## src/rtl/assert_macros.svh

```systemverilog
// ----------------------------------------------------------------------------
// Assertion macros
// Concurrent assertion wrappers shared by the RGB fade sequencer RTL.
// ----------------------------------------------------------------------------
`ifndef ASSERT_MACROS_SVH
`define ASSERT_MACROS_SVH

`ifndef NO_ASSERTIONS

// condition holds at every clock edge outside reset
`define ASSERT_ALWAYS(label, clk, rst_n, cond) \
    label: assert property (@(posedge clk) disable iff (!rst_n) (cond)) \
        else $error("assertion failed: condition does not hold");

// antecedent in this cycle implies consequent in the next cycle
`define ASSERT_NEXT(label, clk, rst_n, ante, cons) \
    label: assert property (@(posedge clk) disable iff (!rst_n) (ante) |=> (cons)) \
        else $error("assertion failed: next-cycle implication violated");

`else

`define ASSERT_ALWAYS(label, clk, rst_n, cond)
`define ASSERT_NEXT(label, clk, rst_n, ante, cons)

`endif

`endif

```

## src/rtl/rgbfs_pkg.sv

```systemverilog
// ----------------------------------------------------------------------------
// RGB fade sequencer package
// Shared types, constants and the per-phase move table.
// ----------------------------------------------------------------------------
package rgbfs_pkg;

    localparam logic [4:0] LAST_PHASE     = 5'd19;
    localparam logic [7:0] LEVEL_MAX      = 8'd255;
    localparam logic [7:0] LEVEL_MIN      = 8'd0;
    localparam logic [7:0] INTERVAL_RESET = 8'd20;

    typedef enum logic {
        OP_TICK = 1'b0,
        OP_LOAD = 1'b1
    } op_t;

    typedef enum logic [1:0] {
        CH_RED   = 2'd0,
        CH_GREEN = 2'd1,
        CH_BLUE  = 2'd2
    } channel_t;

    typedef struct packed {
        logic [7:0] red;
        logic [7:0] green;
        logic [7:0] blue;
    } colour_t;

    // one move: nudge a channel by one toward 255 (up) or 0
    typedef struct packed {
        logic     valid;
        channel_t chan;
        logic     up;
    } move_t;

    // moves of one phase, index 0 has highest priority
    typedef struct packed {
        move_t [2:0] moves;
    } rule_t;

    // state handed to the step logic and returned by it
    typedef struct packed {
        colour_t    colour;
        logic [4:0] phase;
    } fade_state_t;

    function automatic move_t mv(input channel_t chan, input logic up);
        move_t m;
        m.valid = 1'b1;
        m.chan  = chan;
        m.up    = up;
        return m;
    endfunction

    function automatic rule_t phase_rule(input logic [4:0] phase);
        rule_t r;
        move_t none;
        none = '0;
        r.moves = {none, none, none};
        unique case (phase)
            5'd0:  r.moves[0] = mv(CH_GREEN, 1'b1);
            5'd1:  r.moves[0] = mv(CH_RED,   1'b0);
            5'd2:  r.moves[0] = mv(CH_BLUE,  1'b1);
            5'd3:  r.moves[0] = mv(CH_GREEN, 1'b0);
            5'd4:  r.moves[0] = mv(CH_RED,   1'b1);
            5'd5:  r.moves[0] = mv(CH_BLUE,  1'b0);
            5'd6:
            begin
                r.moves[0] = mv(CH_GREEN, 1'b1);
                r.moves[1] = mv(CH_BLUE,  1'b1);
            end
            5'd7:
            begin
                r.moves[0] = mv(CH_RED,  1'b0);
                r.moves[1] = mv(CH_BLUE, 1'b0);
            end
            5'd8:
            begin
                r.moves[0] = mv(CH_RED,  1'b1);
                r.moves[1] = mv(CH_BLUE, 1'b0);
            end
            5'd9:  r.moves[0] = mv(CH_GREEN, 1'b1);
            5'd10:
            begin
                r.moves[0] = mv(CH_RED,   1'b1);
                r.moves[1] = mv(CH_GREEN, 1'b0);
            end
            5'd11:
            begin
                r.moves[0] = mv(CH_GREEN, 1'b1);
                r.moves[1] = mv(CH_BLUE,  1'b0);
            end
            5'd12: r.moves[0] = mv(CH_RED,  1'b0);
            5'd13: r.moves[0] = mv(CH_BLUE, 1'b1);
            5'd14:
            begin
                r.moves[0] = mv(CH_GREEN, 1'b0);
                r.moves[1] = mv(CH_RED,   1'b1);
            end
            5'd15: r.moves[0] = mv(CH_RED,   1'b0);
            5'd16: r.moves[0] = mv(CH_GREEN, 1'b1);
            5'd17: r.moves[0] = mv(CH_BLUE,  1'b1);
            5'd18: r.moves[0] = mv(CH_GREEN, 1'b0);
            5'd19:
            begin
                r.moves[0] = mv(CH_RED,   1'b1);
                r.moves[1] = mv(CH_GREEN, 1'b1);
                r.moves[2] = mv(CH_BLUE,  1'b1);
            end
            default: r.moves = {none, none, none};
        endcase
        return r;
    endfunction

    function automatic logic [7:0] get_level(input colour_t c, input channel_t chan);
        logic [7:0] lvl;
        unique case (chan)
            CH_RED:   lvl = c.red;
            CH_GREEN: lvl = c.green;
            default:  lvl = c.blue;
        endcase
        return lvl;
    endfunction

    function automatic colour_t set_level(input colour_t c, input channel_t chan,
                                          input logic [7:0] lvl);
        colour_t r;
        r = c;
        unique case (chan)
            CH_RED:   r.red   = lvl;
            CH_GREEN: r.green = lvl;
            default:  r.blue  = lvl;
        endcase
        return r;
    endfunction

endpackage

```

## src/rtl/rgbfs_step.sv

```systemverilog
// ----------------------------------------------------------------------------
// RGB fade step
// One colour step: first movable channel of the phase rule moves by one,
// otherwise the phase advances (last phase wraps to the first, out-of-range phases reset).
// ----------------------------------------------------------------------------
module rgbfs_step
    import rgbfs_pkg::*;
(
    input  fade_state_t cur,
    output fade_state_t nxt
);

    rule_t      rule;
    logic       moved;
    logic [7:0] lvl;

    assign rule = phase_rule(cur.phase);

    // walk the three moves in priority order
    always_comb
    begin
        nxt   = cur;
        moved = 1'b0;
        lvl   = '0;
        if (cur.phase > LAST_PHASE)
        begin
            // unreachable phase: colour held, phase back to start
            nxt.phase = '0;
        end
        else
        begin
            for (int k = 0; k < 3; k++)
            begin
                lvl = get_level(cur.colour, rule.moves[k].chan);
                if (!moved && rule.moves[k].valid)
                begin
                    if (rule.moves[k].up && (lvl != LEVEL_MAX))
                    begin
                        nxt.colour = set_level(cur.colour, rule.moves[k].chan,
                                               lvl + 8'd1);
                        moved = 1'b1;
                    end
                    else if (!rule.moves[k].up && (lvl != LEVEL_MIN))
                    begin
                        nxt.colour = set_level(cur.colour, rule.moves[k].chan,
                                               lvl - 8'd1);
                        moved = 1'b1;
                    end
                end
            end
            if (!moved)
            begin
                nxt.phase = (cur.phase == LAST_PHASE) ? 5'd0 : cur.phase + 5'd1;
            end
        end
    end

endmodule

```

## src/rtl/rgb_fade_sequencer_core.sv

```systemverilog
// ----------------------------------------------------------------------------
// RGB fade sequencer core
// Tick-driven colour fade through twenty phases, with start-colour loads.
// ----------------------------------------------------------------------------
//  channel | signals                                     | dir
//  --------+---------------------------------------------+-----
//  in      | in_valid, in_stall, operation, start_*      | in
//  out     | out_valid, out_stall, led_*, fade_phase     | out
//  cfg     | cfg_we, cfg_wdata (step interval)           | in
//
//  Two register stages: input register, then the step logic feeding the
//  state and result registers. One item per cycle while the output is not
//  stalled. A tick below the interval yields no result.
//  Reset clears colour, phase and divider; the interval resets to 20.
//  Output stall holds the result register and, with a full input register, the input side.
// ----------------------------------------------------------------------------
`include "assert_macros.svh"

module rgb_fade_sequencer_core
    import rgbfs_pkg::*;
(
    input  logic       clk,
    input  logic       rst_n,
    // input channel
    input  logic       in_valid,
    output logic       in_stall,
    input  logic       operation,
    input  logic [7:0] start_red,
    input  logic [7:0] start_green,
    input  logic [7:0] start_blue,
    // output channel
    output logic       out_valid,
    input  logic       out_stall,
    output logic [7:0] led_red,
    output logic [7:0] led_green,
    output logic [7:0] led_blue,
    output logic [4:0] fade_phase,
    // configuration
    input  logic       cfg_we,
    input  logic [7:0] cfg_wdata
);

    logic        s1_valid_reg, s1_valid_next;
    op_t         s1_op_reg;
    colour_t     s1_colour_reg;

    fade_state_t state_reg, state_next;
    logic [7:0]  divider_reg, divider_next;
    logic [7:0]  interval_reg;

    logic        out_valid_reg, out_valid_next;
    fade_state_t out_reg, out_next;

    fade_state_t step_res;
    logic        s1_go;
    logic        in_take;
    logic        load_go;
    logic [8:0]  div_inc;

    // handshake control
    assign s1_go    = !out_valid_reg || !out_stall;
    assign in_stall = s1_valid_reg && !s1_go;
    assign in_take  = in_valid && !in_stall;
    assign load_go  = s1_valid_reg && s1_go && (s1_op_reg == OP_LOAD);

    // configuration register
    always_ff @(posedge clk or negedge rst_n)
    begin
        if (!rst_n)
            interval_reg <= INTERVAL_RESET;
        else if (cfg_we)
            interval_reg <= cfg_wdata;
    end

    // input register
    assign s1_valid_next = in_stall ? s1_valid_reg : in_valid;

    always_ff @(posedge clk or negedge rst_n)
    begin
        if (!rst_n)
            s1_valid_reg <= 1'b0;
        else
            s1_valid_reg <= s1_valid_next;
    end

    always_ff @(posedge clk)
    begin
        if (in_take)
        begin
            s1_op_reg     <= op_t'(operation);
            s1_colour_reg <= '{red: start_red, green: start_green, blue: start_blue};
        end
    end

    // colour step
    rgbfs_step u_step (
        .cur (state_reg),
        .nxt (step_res)
    );

    assign div_inc = {1'b0, divider_reg} + 9'd1;

    // state and result update
    always_comb
    begin
        state_next     = state_reg;
        divider_next   = divider_reg;
        out_next       = out_reg;
        out_valid_next = out_valid_reg;
        if (s1_go)
        begin
            out_valid_next = 1'b0;
            if (s1_valid_reg)
            begin
                if (s1_op_reg == OP_LOAD)
                begin
                    state_next.colour = s1_colour_reg;
                    state_next.phase  = '0;
                    out_next          = state_next;
                    out_valid_next    = 1'b1;
                end
                else if (div_inc >= {1'b0, interval_reg})
                begin
                    divider_next   = '0;
                    state_next     = step_res;
                    out_next       = step_res;
                    out_valid_next = 1'b1;
                end
                else
                begin
                    divider_next = div_inc[7:0];
                end
            end
        end
    end

    always_ff @(posedge clk or negedge rst_n)
    begin
        if (!rst_n)
        begin
            state_reg     <= '0;
            divider_reg   <= '0;
            out_valid_reg <= 1'b0;
        end
        else
        begin
            state_reg     <= state_next;
            divider_reg   <= divider_next;
            out_valid_reg <= out_valid_next;
        end
    end

    always_ff @(posedge clk)
    begin
        out_reg <= out_next;
    end

    // output ports
    assign out_valid  = out_valid_reg;
    assign led_red    = out_reg.colour.red;
    assign led_green  = out_reg.colour.green;
    assign led_blue   = out_reg.colour.blue;
    assign fade_phase = out_reg.phase;

    // checks
    `ASSERT_ALWAYS(a_phase_range, clk, rst_n, state_reg.phase <= LAST_PHASE)
    `ASSERT_ALWAYS(a_stall_cause, clk, rst_n, !in_stall || (out_valid_reg && out_stall))
    `ASSERT_NEXT(a_load_result, clk, rst_n, load_go, out_valid_reg && (out_reg.phase == 5'd0))

endmodule
```

## config.mk

```make
export PLATFORM = sky130hd
export DESIGN_NAME = rgb_fade_sequencer_core
export DESIGN_NICKNAME = d
export VERILOG_FILES = /design/src/rtl/rgbfs_pkg.sv /design/src/rtl/rgbfs_step.sv /design/src/rtl/rgb_fade_sequencer_core.sv
export VERILOG_INCLUDE_DIRS = /design/src /design/src/rtl
export SDC_FILE = /design/constraint.sdc
export NUM_CORES = 1
export LEC_CHECK = 0
export BUFFER_PORTS_ARGS = -buffer_cell sky130_fd_sc_hd__buf_2
export CORE_ASPECT_RATIO = 0.7
export CORE_MARGIN = 2
export CORE_UTILIZATION = 40
export CTS_CLUSTER_SIZE = 40
export DETAILED_ROUTE_END_ITERATION = 16
export GPL_TIMING_DRIVEN = 0
export PLACE_DENSITY_LB_ADDON = 0.3
export SLEW_MARGIN = 20
export SYNTH_ARGS = -nofsm -noshare
export SYNTH_HDL_FRONTEND = slang
export SYNTH_SLANG_ARGS = --single-unit
```

## constraint.sdc

```tcl
create_clock -name clk -period 5.36 [get_ports clk]
set_input_delay 0.536 -clock clk [delete_from_list [all_inputs] [get_ports clk]]
set_output_delay 0.536 -clock clk [all_outputs]
set_load 0.02 [all_outputs]
```

**After elaboration in Yosys (flattened, before gate mapping)**

Index checks and enable logic that the tools add are counted.

- Flip-flop bits (word level): 101
- Latch bits: 0
- Memory bits (writable): 0
- Memory bits (read-only): 0
- Bits of input ports: 38
- Output and inout port bits: 31
- Logic and storage cells: 149
- Memories kept: 0

- Add/sub/neg operators: 8
- Multipliers: 0
- Divide/modulo/power cells: 0
- Order comparisons: 2
- Eq/ne operators: 25
- Shift operators: 0
- Multiplexer cells: 58
- Bitwise gates (word level): 1
- Reduce and logical (&&, ||, !) cells: 39

Operators with widths:

| cell | number |
|---|---|
| 24-bit two-way mux | 10 |
| 8-bit two-way mux | 22 |
| 29-bit two-way mux | 2 |
| 8-bit one-hot mux with 2 select lines | 3 |
| 5-bit by 4-bit equality test with 1-bit output (second input constant) | 8 |
| 8-bit by 1-bit adder with 8-bit output (second input constant) | 3 |
| 8-bit inequality test (second input constant) | 3 |
| 4-bit one-hot mux with 6 select lines | 1 |
| 8-bit nonzero test | 3 |
| 8-bit by 1-bit subtractor with 8-bit output (second input constant) | 3 |
| 5-bit by 3-bit equality test with 1-bit output (second input constant) | 4 |
| 5-bit equality test (second input constant) | 4 |
| 4-bit one-hot mux with 5 select lines | 1 |
| 1-bit two-way mux | 15 |
| 5-bit two-way mux | 3 |
| 5-bit by 2-bit equality test with 1-bit output (second input constant) | 2 |
| 1-bit logical AND | 10 |
| 8-bit by 1-bit adder with 9-bit output (second input constant) | 1 |
| 9-bit by 8-bit >= comparator with 1-bit output | 1 |
| 1-bit logical NOT | 9 |
| 3-bit OR reduction | 3 |
| 4-bit OR reduction | 2 |
| 2-bit by 1-bit equality test with 1-bit output (second input constant) | 3 |
| 2-bit logical NOT | 3 |
| 11 further kinds | 14 |

**Longest topological paths before layout**

Gate-level depths: netlist of run 1.

- Depth after elaboration: 24
- Mapped depth: 19

**Cells and area by module**

A second synthesis of run 1 with hierarchy kept.

- Cell total of the unflattened synthesis: 785
- Area total of the unflattened synthesis: 7681.1 µm²

Modules (own cells, without submodules):

| module | times used | cells each | area an instance (µm²) | seq. area each (µm²) |
|---|---|---|---|---|
| rgb_fade_sequencer_core | 1 | 271 | 4285.4 | 2800.2 |
| rgbfs_step | 1 | 514 | 3395.8 | 0.0 |

**Least setup slack after synthesis of run 1**

OpenSTA, ideal clock, no wires.

- Path kind: register to register
- Start: register state_reg[0] (netlist bit)
- End: register out_reg, in the netlist led_red[4], data pin
- Arrival time: 4.166 ns
- Required time: 5.083 ns
- Path slack: 0.917 ns
- Stages on the path, launching flop included: 19
- Path through: dfrtp_1 -> inv_1 -> ha_1 -> buf_2 -> nor4b_1 -> nor3_1 -> buf_2 -> and2_1 -> a221oi_1 -> inv_1 -> ha_1 -> inv_1 -> nor2_1 -> and4_1 -> buf_2 -> nor4_1 -> nor2_1 -> o41ai_1 -> o21ai_0

- Longest elaborated chain between the ends: 22
- Elaborated cells between the ends (all ways): 93
- Classes of those cells: add/sub (6); order compare (1); eq/ne (25); mux (35); reduce/logical (26)

RTL lines:

| element | RTL line | source |
|---|---|---|
| start, declared | rgb_fade_sequencer_core.sv:47 | `fade_state_t state_reg, state_next;` |
| start signal, assigned | rgb_fade_sequencer_core.sv:147 | `state_reg <= state_next;` |
| branches (longest 19 deep; another with 8-bit by 1-bit subtractor with 8-bit output) | n/a |  |
| 24-bit two-way mux (*) | rgbfs_step.sv:25 | `if (cur.phase > LAST_PHASE)` |
| 29-bit two-way mux (*) | rgb_fade_sequencer_core.sv:122 | `else if (div_inc >= {1'b0, interval_reg})` |
| 29-bit two-way mux (*) | rgb_fade_sequencer_core.sv:115 | `if (s1_op_reg == OP_LOAD)` |
| end signal, assigned | rgb_fade_sequencer_core.sv:155 | `out_reg <= out_next;` |
| end, declared | rgb_fade_sequencer_core.sv:52 | `fade_state_t out_reg, out_next;` |

Every way passes the cells marked *. The select of a mux whose other input is x is not followed.
A chain may end at the register's enable or synchronous reset.

**Worst setup path in the final report of run 1**

- Start: register state_reg[0] (netlist bit)
- End: register out_reg, in the netlist led_red[1], data pin

The elaborated chain is that of the path after synthesis.

==> flow_summary.rst, run 1 <==
.. list-table::
   :header-rows: 1

   * - Metric
     - Value
   * - Synthesized netlist cell count
     - 981
   * - Crit Path Category
     - flop to flop
   * - Met2 wire length
     - between 10000 and 15000 µm
   * - Ratio of final minimum period to clock period
     - between 90% and 100%
   * - Endpoint required time on the critical path
     - 5470 ps
   * - Insertion delay to the later sink of the worst-skew pair
     - 360 ps
   * - Iteration-0 DRC count of the detailed router
     - 1216
   * - Chip Height
     - 124 µm
   * - Maximum net fanout on the critical path
     - 10
   * - Number of flip-flops in the largest register
     - 29
   * - Worst-case vdd ir drop
     - 0.233 mV
   * - Combined area of all synthesized cells
     - 8280 µm²
   * - Metal3 WL
     - about 4900 µm
   * - Kind of end point of the critical path
     - flop
   * - Mapped Nets
     - 1041
   * - CTS Root Cell
     - sky130_fd_sc_hd__clkbuf_16
   * - Share of final-layout standard cells stronger than drive strength 1
     - roughly 17%
   * - Cell Int Power
     - 2190 µW
   * - Std-Cell Rows
     - 43
   * - Main flop type after synthesis
     - sky130_fd_sc_hd__edfxtp_1
   * - FILL cells
     - between 1500 and 2000
   * - Diode insertion count for antenna repair
     - 0
   * - First-pass GRT wire length
     - 51000 µm
   * - Clock power share
     - 16.3%
   * - Type of element launching the critical path
     - flop
   * - Tightest Pin Transition
     - 1140 ps
   * - Depth of the CTS H-tree
     - 3
   * - TritonCTS Buffers
     - 9
   * - Initial Util
     - 41.3%
   * - Combined global-route utilization of all metal layers
     - 30.7%
   * - Syn-to-layout area delta
     - 15.8%
   * - Placed Instance Area
     - roughly 9000 µm²
   * - Worst slew margin relative to its limit
     - 23.7%
   * - Fin Hold WS
     - 221 ps
   * - Pin count of the biggest net entering global routing
     - 48
   * - Remaining global-route overflow
     - 0
   * - Setup-failing EPs final
     - 0
   * - Worst-case setup margin in the final layout
     - 92.7 ps
   * - Vias per cell
     - 6.68
   * - Count of input and output buffers
     - 68
   * - Portion of total power attributed to combinational logic
     - between 50 and 60%
   * - Uppermost layer routed
     - met4
   * - Mean instance size in the synthesized netlist
     - 8.44 µm²
   * - Post-synthesis cell type count
     - 96
   * - Placeable core region
     - 20100 µm²
   * - Detailed-router iteration count before antenna repair
     - 6
   * - Number of hold buffers added after CTS
     - 0
   * - Post-Route Skew
     - 15.5 ps
   * - Switching power as a share of total power
     - slightly above 50%
   * - Leakage power
     - 0.00364 µW
   * - Final wirelength
     - 34000 µm
   * - Arrival time reported for the critical path endpoint
     - about 5400 ps
   * - Clock Path Buffers
     - 2
   * - DRC violation count after routing
     - 0
   * - Number of max-slew violations in the final report
     - 0
   * - Share of synthesized area occupied by flip-flops and latches
     - 33.8%
   * - Final Cell Area
     - 9590 µm²
   * - DP Wirelength
     - 25400 µm
   * - Number of synthesized flops with an enable pin
     - between 50 and 60
   * - Yosys reg bits
     - just over 100
   * - Highest attainable clock frequency
     - about 190 MHz
   * - Layout net count
     - between 1000 and 1500
   * - Number of clock sinks
     - 101
   * - Seq pwr share
     - 26.8%
   * - Width of the chip
     - 176 µm
   * - CTS tree
     - built
   * - Number of violations of the max-capacitance limit
     - 0
   * - Async set or reset register ratio after synthesis
     - a little under half
   * - Shortest period the worst path allows
     - roughly 5300 ps
   * - Met1 routed wirelength after detailed routing
     - 15000 µm
   * - Net switching component of the power
     - 2230 µW
   * - Last weighted congestion value of the routability-driven placer
     - 1.03
   * - Area of the die
     - approximately 22000 µm²
   * - Wire per inst
     - 25.3 µm
   * - Dpl cells
     - around 1300
   * - I/O pins
     - 69
   * - Synth warn
     - 0
   * - Number of antenna violations at the first check in global routing
     - 0
   * - Non-filler instance count after layout
     - 1345
   * - Class of the tightest hold or removal check
     - input pin to async pin
   * - Clock transition time at the flip-flop clock pins of the worst setup and hold paths
     - 80 ps
   * - Number of failing hold endpoints at the final stage
     - 0
   * - Number of nets with antenna violations after detailed routing
     - 0
   * - Via count of the first global-routing pass
     - 8215
   * - Via total after detailed routing
     - 8984
   * - Post-Place Setup Slack
     - -600 ps
   * - Result of the run
     - finished clean
   * - Power density of the placed cells
     - 461 nW/µm²
worst max-delay path: stages, from the launching register on:
cell	delay, ps
sky130_fd_sc_hd__dfrtp_1	450
sky130_fd_sc_hd__ha_1	300
sky130_fd_sc_hd__clkbuf_2	270
sky130_fd_sc_hd__o21bai_1	120
sky130_fd_sc_hd__mux2i_1	370
sky130_fd_sc_hd__a21boi_1	330
sky130_fd_sc_hd__nor2_1	880
sky130_fd_sc_hd__o31a_1	500
sky130_fd_sc_hd__and4_2	420
sky130_fd_sc_hd__clkbuf_4	310
sky130_fd_sc_hd__o211ai_4	180
sky130_fd_sc_hd__nand2_1	170
sky130_fd_sc_hd__buf_2	300
sky130_fd_sc_hd__a21oi_1	100
sky130_fd_sc_hd__o31a_1	300
placed cells by master (no fill, tap or decap), types with 10 or more instances in the layout:
master and count:
sky130_fd_sc_hd__buf_2 86, sky130_fd_sc_hd__a31oi_1 13, sky130_fd_sc_hd__nand2_1 91, sky130_fd_sc_hd__clkbuf_1 42, sky130_fd_sc_hd__or3_1 14, sky130_fd_sc_hd__ha_1 21, sky130_fd_sc_hd__mux2i_1 11, sky130_fd_sc_hd__mux2_2 10
sky130_fd_sc_hd__a211oi_1 14, sky130_fd_sc_hd__edfxtp_1 54, sky130_fd_sc_hd__o21ai_0 74, sky130_fd_sc_hd__nand4_1 13, sky130_fd_sc_hd__o22ai_1 11, sky130_fd_sc_hd__nor3_1 32, sky130_fd_sc_hd__nand3_1 45, sky130_fd_sc_hd__and3_1 15
sky130_fd_sc_hd__o21a_1 12, sky130_fd_sc_hd__inv_1 33, sky130_fd_sc_hd__buf_4 10, sky130_fd_sc_hd__o211ai_1 17, sky130_fd_sc_hd__dfrtp_1 45, sky130_fd_sc_hd__a21oi_1 55, sky130_fd_sc_hd__and2_1 11, sky130_fd_sc_hd__nand2b_1 13
sky130_fd_sc_hd__nor2_1 67
path summary, 6_finish.rpt:
path                            depth (start not counted)  slack, ps           endpoint            start
worst max-delay path                                   14         90         led_red[1]     state_reg[0]
worst min-delay path                                    1        220      state_reg[17]            rst_n
worst max register to register                         14         90         led_red[1]     state_reg[0]
worst min register to register                          2        510    interval_reg[4]  interval_reg[4]
max in group asynchronous                               1       4660      state_reg[23]            rst_n
min in group clk                                        1        350  s1_colour_reg[12]   start_green[4]
power by group through the flow:
stage	Combinational [µW]	Clock (µW)	Sequential, µW
final	2520	719	1190
after global routing	2660	756	1190
after CTS	2320	731	1170
after detailed placement	2290	0	1180
after global placement	2270	0	1190
after floorplan	1500	0	1140
cell families after synthesis:
logic type | synth area share [%]
AOI/OAI and AO/OA | 31.5
and+or+nand+nor | 20.9
buffers and inverters | 5.58
DFF | 33.8
muxes | 2.81
adders and majority gates | 3.32
xor gates and xnor gates | 2.04
metrics by stage:
step           utilization [%]  power, µW  TNS, ps
6_report                  47.8       4420        0
3_3_place_gp              44.6       3450   -20890
4_1_cts                   46.7       4220   -0.185
2_1_floorplan                -       2630        0
5_1_grt                   47.8       4610    -82.8
3_5_place_dp              44.9       3470   -11550
area by class of cell:
| class | count | area, µm² | area share, % |
|---|---|---|---|
| Sequential cell | 101 | 2800 | 29.2 |
| Timing Repair Buffer | 78 | 435 | 4.54 |
| Inverter | 36 | 135 | 1.41 |
| Clock buffer | 9 | 225 | 2.35 |
| Multi-Input combinational cell | 770 | 5220 | 54.4 |
| Clock inverter | 7 | 100 | 1.04 |
| Buffer | 74 | 337 | 3.51 |
| Tap cell | 270 | 338 | 3.52 |
synthesized netlist by cell type, types with 7 or more instances:
master	count	area, µm²
sky130_fd_sc_hd__o22ai_1	11	68.8
sky130_fd_sc_hd__dfrtp_1	45	1130
sky130_fd_sc_hd__nor2_1	68	255
sky130_fd_sc_hd__nor3_1	35	175
sky130_fd_sc_hd__nand2b_1	13	81.3
sky130_fd_sc_hd__mux2_2	10	113
sky130_fd_sc_hd__xnor2_1	9	78.8
sky130_fd_sc_hd__a21oi_1	57	285
sky130_fd_sc_hd__mux2i_1	12	120
sky130_fd_sc_hd__o31a_1	7	61.3
sky130_fd_sc_hd__a211oi_1	16	120
sky130_fd_sc_hd__or3_1	14	87.6
sky130_fd_sc_hd__and2_1	12	75.1
sky130_fd_sc_hd__nand4_1	13	81.3
sky130_fd_sc_hd__edfxtp_1	54	1620
sky130_fd_sc_hd__nor4_1	11	68.8
sky130_fd_sc_hd__inv_1	33	124
sky130_fd_sc_hd__and3_1	15	93.8
sky130_fd_sc_hd__ha_1	22	275
sky130_fd_sc_hd__nand3_1	45	225
sky130_fd_sc_hd__o211ai_1	17	128
sky130_fd_sc_hd__o21a_1	12	90.1
sky130_fd_sc_hd__clkbuf_1	45	169
sky130_fd_sc_hd__buf_2	18	90.1
sky130_fd_sc_hd__o31ai_1	10	75.1
sky130_fd_sc_hd__or2_2	8	50.1
sky130_fd_sc_hd__o21ai_1	9	45.0
sky130_fd_sc_hd__o221ai_1	8	70.1
sky130_fd_sc_hd__a221oi_1	9	78.8
sky130_fd_sc_hd__nand2_1	91	342
sky130_fd_sc_hd__a31oi_1	13	81.3
sky130_fd_sc_hd__o21ai_0	75	375
per-layer routing:
layer	GRT usage, %	vias to the layer above
li1	-	3981
met1	44.6	4338
met2	40.6	583
met3	13.4	82
met4	8.51	0
met5	0.231	-
repair_timing:
| item | in CTS | in global routing |
|---|---|---|
| setup endpoints to repair | 53 | 58 |
| buffers inserted | 0 | 7 |
| cloned | 0 | 0 |
| gates resized for setup | 10 | 31 |
| hold endpoints to repair | 0 | 0 |
| pin swaps | 0 | 3 |
Note: power is estimated with default switching activity, not from simulation.
==> run 2, diff against run 1 <==
--- a/config.mk
+++ b/config.mk
@@ -17,4 +17,5 @@
 export SLEW_MARGIN = 20
 export SYNTH_ARGS = -nofsm -noshare
 export SYNTH_HDL_FRONTEND = slang
+export SYNTH_HIERARCHICAL = 1
 export SYNTH_SLANG_ARGS = --single-unit
==> flow_summary.rst, run 2 <==
.. list-table::
   :header-rows: 1

   * - Metric
     - Value
   * - Result of the run
     - finished clean
   * - DRC violation count after routing
     - 0
   * - Yosys reg bits
     - 101
   * - Endpoint required time on the critical path
     - 5590 ps
   * - Main flop type after synthesis
     - sky130_fd_sc_hd__edfxtp_1
   * - Fin Hold WS
     - 197 ps
   * - Number of max-slew violations in the final report
     - 0
   * - Last weighted congestion value of the routability-driven placer
     - 1.05
   * - Setup-failing EPs final
     - 0
   * - Fraction of synthesized cell area taken by the top area cell type
     - 21.1%
   * - Remaining global-route overflow
     - 0
   * - Diode insertion count for antenna repair
     - 0
   * - Layout net count
     - 923
   * - Width of the chip
     - 170 µm
   * - Most used cells in the layout excluding fill and tap cells
     - sky130_fd_sc_hd__buf_2 (78), sky130_fd_sc_hd__nand2_1 (72), sky130_fd_sc_hd__nor2_1 (60)
   * - Number of clock sinks
     - 101
   * - Reg-to-reg slack, setup
     - between 150 and 200 ps
   * - Combined area of all synthesized cells
     - 7680 µm²
   * - FILL cells
     - roughly 1800
   * - Placeable core region
     - around 19000 µm²
   * - Leakage power
     - 0.00339 µW
   * - Area of the die
     - 20300 µm²
   * - Leading cell types by count after synthesis
     - sky130_fd_sc_hd__nand2_1 (73), sky130_fd_sc_hd__nor2_1 (61), sky130_fd_sc_hd__edfxtp_1 (54), sky130_fd_sc_hd__o21ai_0 (49), sky130_fd_sc_hd__dfrtp_1 (45)
   * - Number of failing hold endpoints at the final stage
     - 0
   * - Number of antenna violations at the first check in global routing
     - 0
   * - Worst slew margin relative to its limit
     - 44.6%
   * - Type of element launching the critical path
     - flop
   * - I/O pins
     - 69
   * - Cell taking the most area after synthesis
     - sky130_fd_sc_hd__edfxtp_1
   * - Ratio of final minimum period to clock period
     - a little over nine tenths
   * - Clock transition time at the flip-flop clock pins of the worst setup and hold paths
     - approximately 70 ps
   * - Synth warn
     - 6
   * - Shortest period the worst path allows
     - 5190 ps
   * - Iteration-0 DRC count of the detailed router
     - 697
   * - Crit Path Category
     - flop to flop
   * - CTS tree
     - built
   * - Highest attainable clock frequency
     - 193 MHz
   * - First-pass GRT wire length
     - 37100 µm
   * - Insertion delay to the later sink of the worst-skew pair
     - 350 ps
   * - Routing usage on met3
     - 7.35%
   * - Vias per cell
     - 6.07
   * - Slowest library cell on the worst path
     - sky130_fd_sc_hd__a2111oi_1
   * - Number of flip-flops in the largest register
     - 29
   * - Post-Route Skew
     - 8.62 ps
   * - Synthesized netlist cell count
     - 785
   * - Kind of end point of the critical path
     - flop
   * - CTS Root Cell
     - sky130_fd_sc_hd__clkbuf_16
   * - Share of synthesized area occupied by flip-flops and latches
     - 36.5%
   * - Via count of the first global-routing pass
     - between 6000 and 7000
   * - Combined global-route utilization of all metal layers
     - 23.9%
   * - Number of synthesized flops with an enable pin
     - 54
   * - Class of the tightest hold or removal check
     - input pin to async pin
   * - Commonest non-fill, non-tap cell in the layout
     - sky130_fd_sc_hd__buf_2
   * - Power density of the placed cells
     - 434 nW/µm²
   * - Share of final-layout standard cells stronger than drive strength 1
     - 25.1%
   * - Final wirelength
     - 24100 µm
   * - Pin count of the biggest net entering global routing
     - 48
   * - Detailed-router iteration count before antenna repair
     - 5
   * - Via total after detailed routing
     - 6739
   * - Post-synthesis cell type count
     - 101
   * - Arrival time reported for the critical path endpoint
     - 5430 ps
   * - Worst-case vdd ir drop
     - 0.290 mV
   * - Number of nets with antenna violations after detailed routing
     - 0
   * - Worst-case setup margin in the final layout
     - 165 ps
   * - Chip Height
     - between 100 and 150 µm
   * - Clock Path Buffers
     - 2
   * - Mapped Nets
     - 845
   * - TritonCTS Buffers
     - 9
   * - Tightest Pin Transition
     - 825 ps
   * - Worst path bufs/invs
     - 3
   * - Delay of the slowest critical-path stage
     - between 500 and 600 ps
   * - Count of input and output buffers
     - 68
   * - Post-Place Setup Slack
     - -149 ps
   * - Most frequent cell after synthesis
     - sky130_fd_sc_hd__nand2_1
   * - Std-Cell Rows
     - 42
   * - Maximum net fanout on the critical path
     - 10
   * - Top Family by Delay on Critical Path
     - compound AO/OA/AOI/OAI gates
   * - Most crowded layer after global routing
     - met1
   * - Initial Util
     - 40.7%
   * - Syn-to-layout area delta
     - 13.3%
   * - Dominant cells by area after synthesis
     - sky130_fd_sc_hd__edfxtp_1 (21%), sky130_fd_sc_hd__dfrtp_1 (15%), sky130_fd_sc_hd__mux2_2 (5.7%)
   * - Wire per inst
     - 21.7 µm
   * - Number of violations of the max-capacitance limit
     - 0
   * - Grt met2 use
     - 31.6%
   * - DP Wirelength
     - 18300 µm
   * - Crit-path cells
     - inv_1, ha_1, and4b_1, a211o_1, a21oi_4, buf_6, mux2_2, o21ai_4, inv_1, ha_1, o221ai_4, o31a_1, o21a_1, nor2_1, a2111oi_1, a211o_1, a22oi_2, mux2_2, mux2_4
   * - Setup repair after global routing missed its margin
     - no
   * - Async set or reset register ratio after synthesis
     - 46.5%
   * - Grt met1 use
     - between 30 and 40%
   * - Mean instance size in the synthesized netlist
     - 9.78 µm²
   * - Depth of the CTS H-tree
     - 3
[run 2: final cells by class]
type                            instances  area [µm²]  area share (%)
Tap cell                              242         303            3.48
Inverter                               32         120            1.38
Multi-Input combinational cell        608        4550            52.3
Buffer                                 43         283            3.25
Clock inverter                          7        72.6           0.834
Sequential cell                       101        2800            32.2
Timing Repair Buffer                   68         343            3.94
Clock buffer                            9         225            2.59
[run 2: logic make-up after synthesis]
logic type      share of synthesized area (%)
simple gates                             17.8
compound gates                           21.6
flops                                    36.5
mux                                      12.3
buf+inv                                  5.21
xor+xnor                                 2.96
fa+ha+maj                                3.58
[run 2: stage by stage]
| stage | std cells | util [%] | setup TNS (ps) | cell area [µm²] | power [µW] |
|---|---|---|---|---|---|
| floorplan | 785 | - | 0 | 7680 | 2430 |
| global placement | 1095 | 44.1 | -1190 | 8320 | 3010 |
| detailed placement | 1095 | 44.2 | -813 | 8330 | 3020 |
| CTS | 1111 | 45.8 | 0 | 8650 | 3700 |
| global route | 1110 | 46.1 | 0 | 8700 | 3970 |
| finish | 1110 | 46.1 | 0 | 8700 | 3770 |
[run 2: what timing repair did]
| action | CTS | global route |
|---|---|---|
| buffers inserted | 0 | 0 |
| setup endpoints to repair | 19 | 41 |
| pin swaps | 0 | 0 |
| resized for setup | 4 | 13 |
| hold buffers | 0 | 0 |
[run 2: power breakdown]
part           switching, µW  leakage [µW]  internal, µW
clock                    289      0.000139           364
combinational           1100       0.00217           740
sequential               267       0.00109          1010
[run 2: worst paths after layout]
check | from | to | depth (start not counted)
worst max-delay path | state_reg[0] | state_reg[6] | 19
worst min-delay path | rst_n | interval_reg[6] | 1
worst max register to register | state_reg[0] | state_reg[6] | 19
worst min register to register | interval_reg[2] | interval_reg[2] | 2
max in group asynchronous | rst_n | state_reg[0] | 1
min in group clk | operation | s1_op_reg | 1
[run 2: metal layers]
layer  vias to the layer above  part of all wire [%]  routed length, µm
li1                       3122                     -                  -
met4                         0                   1.4                339
met2                       328                    39               9470
met1                      3264                    48              11600
met5                         -                     0                  0
met3                        25                    11               2720
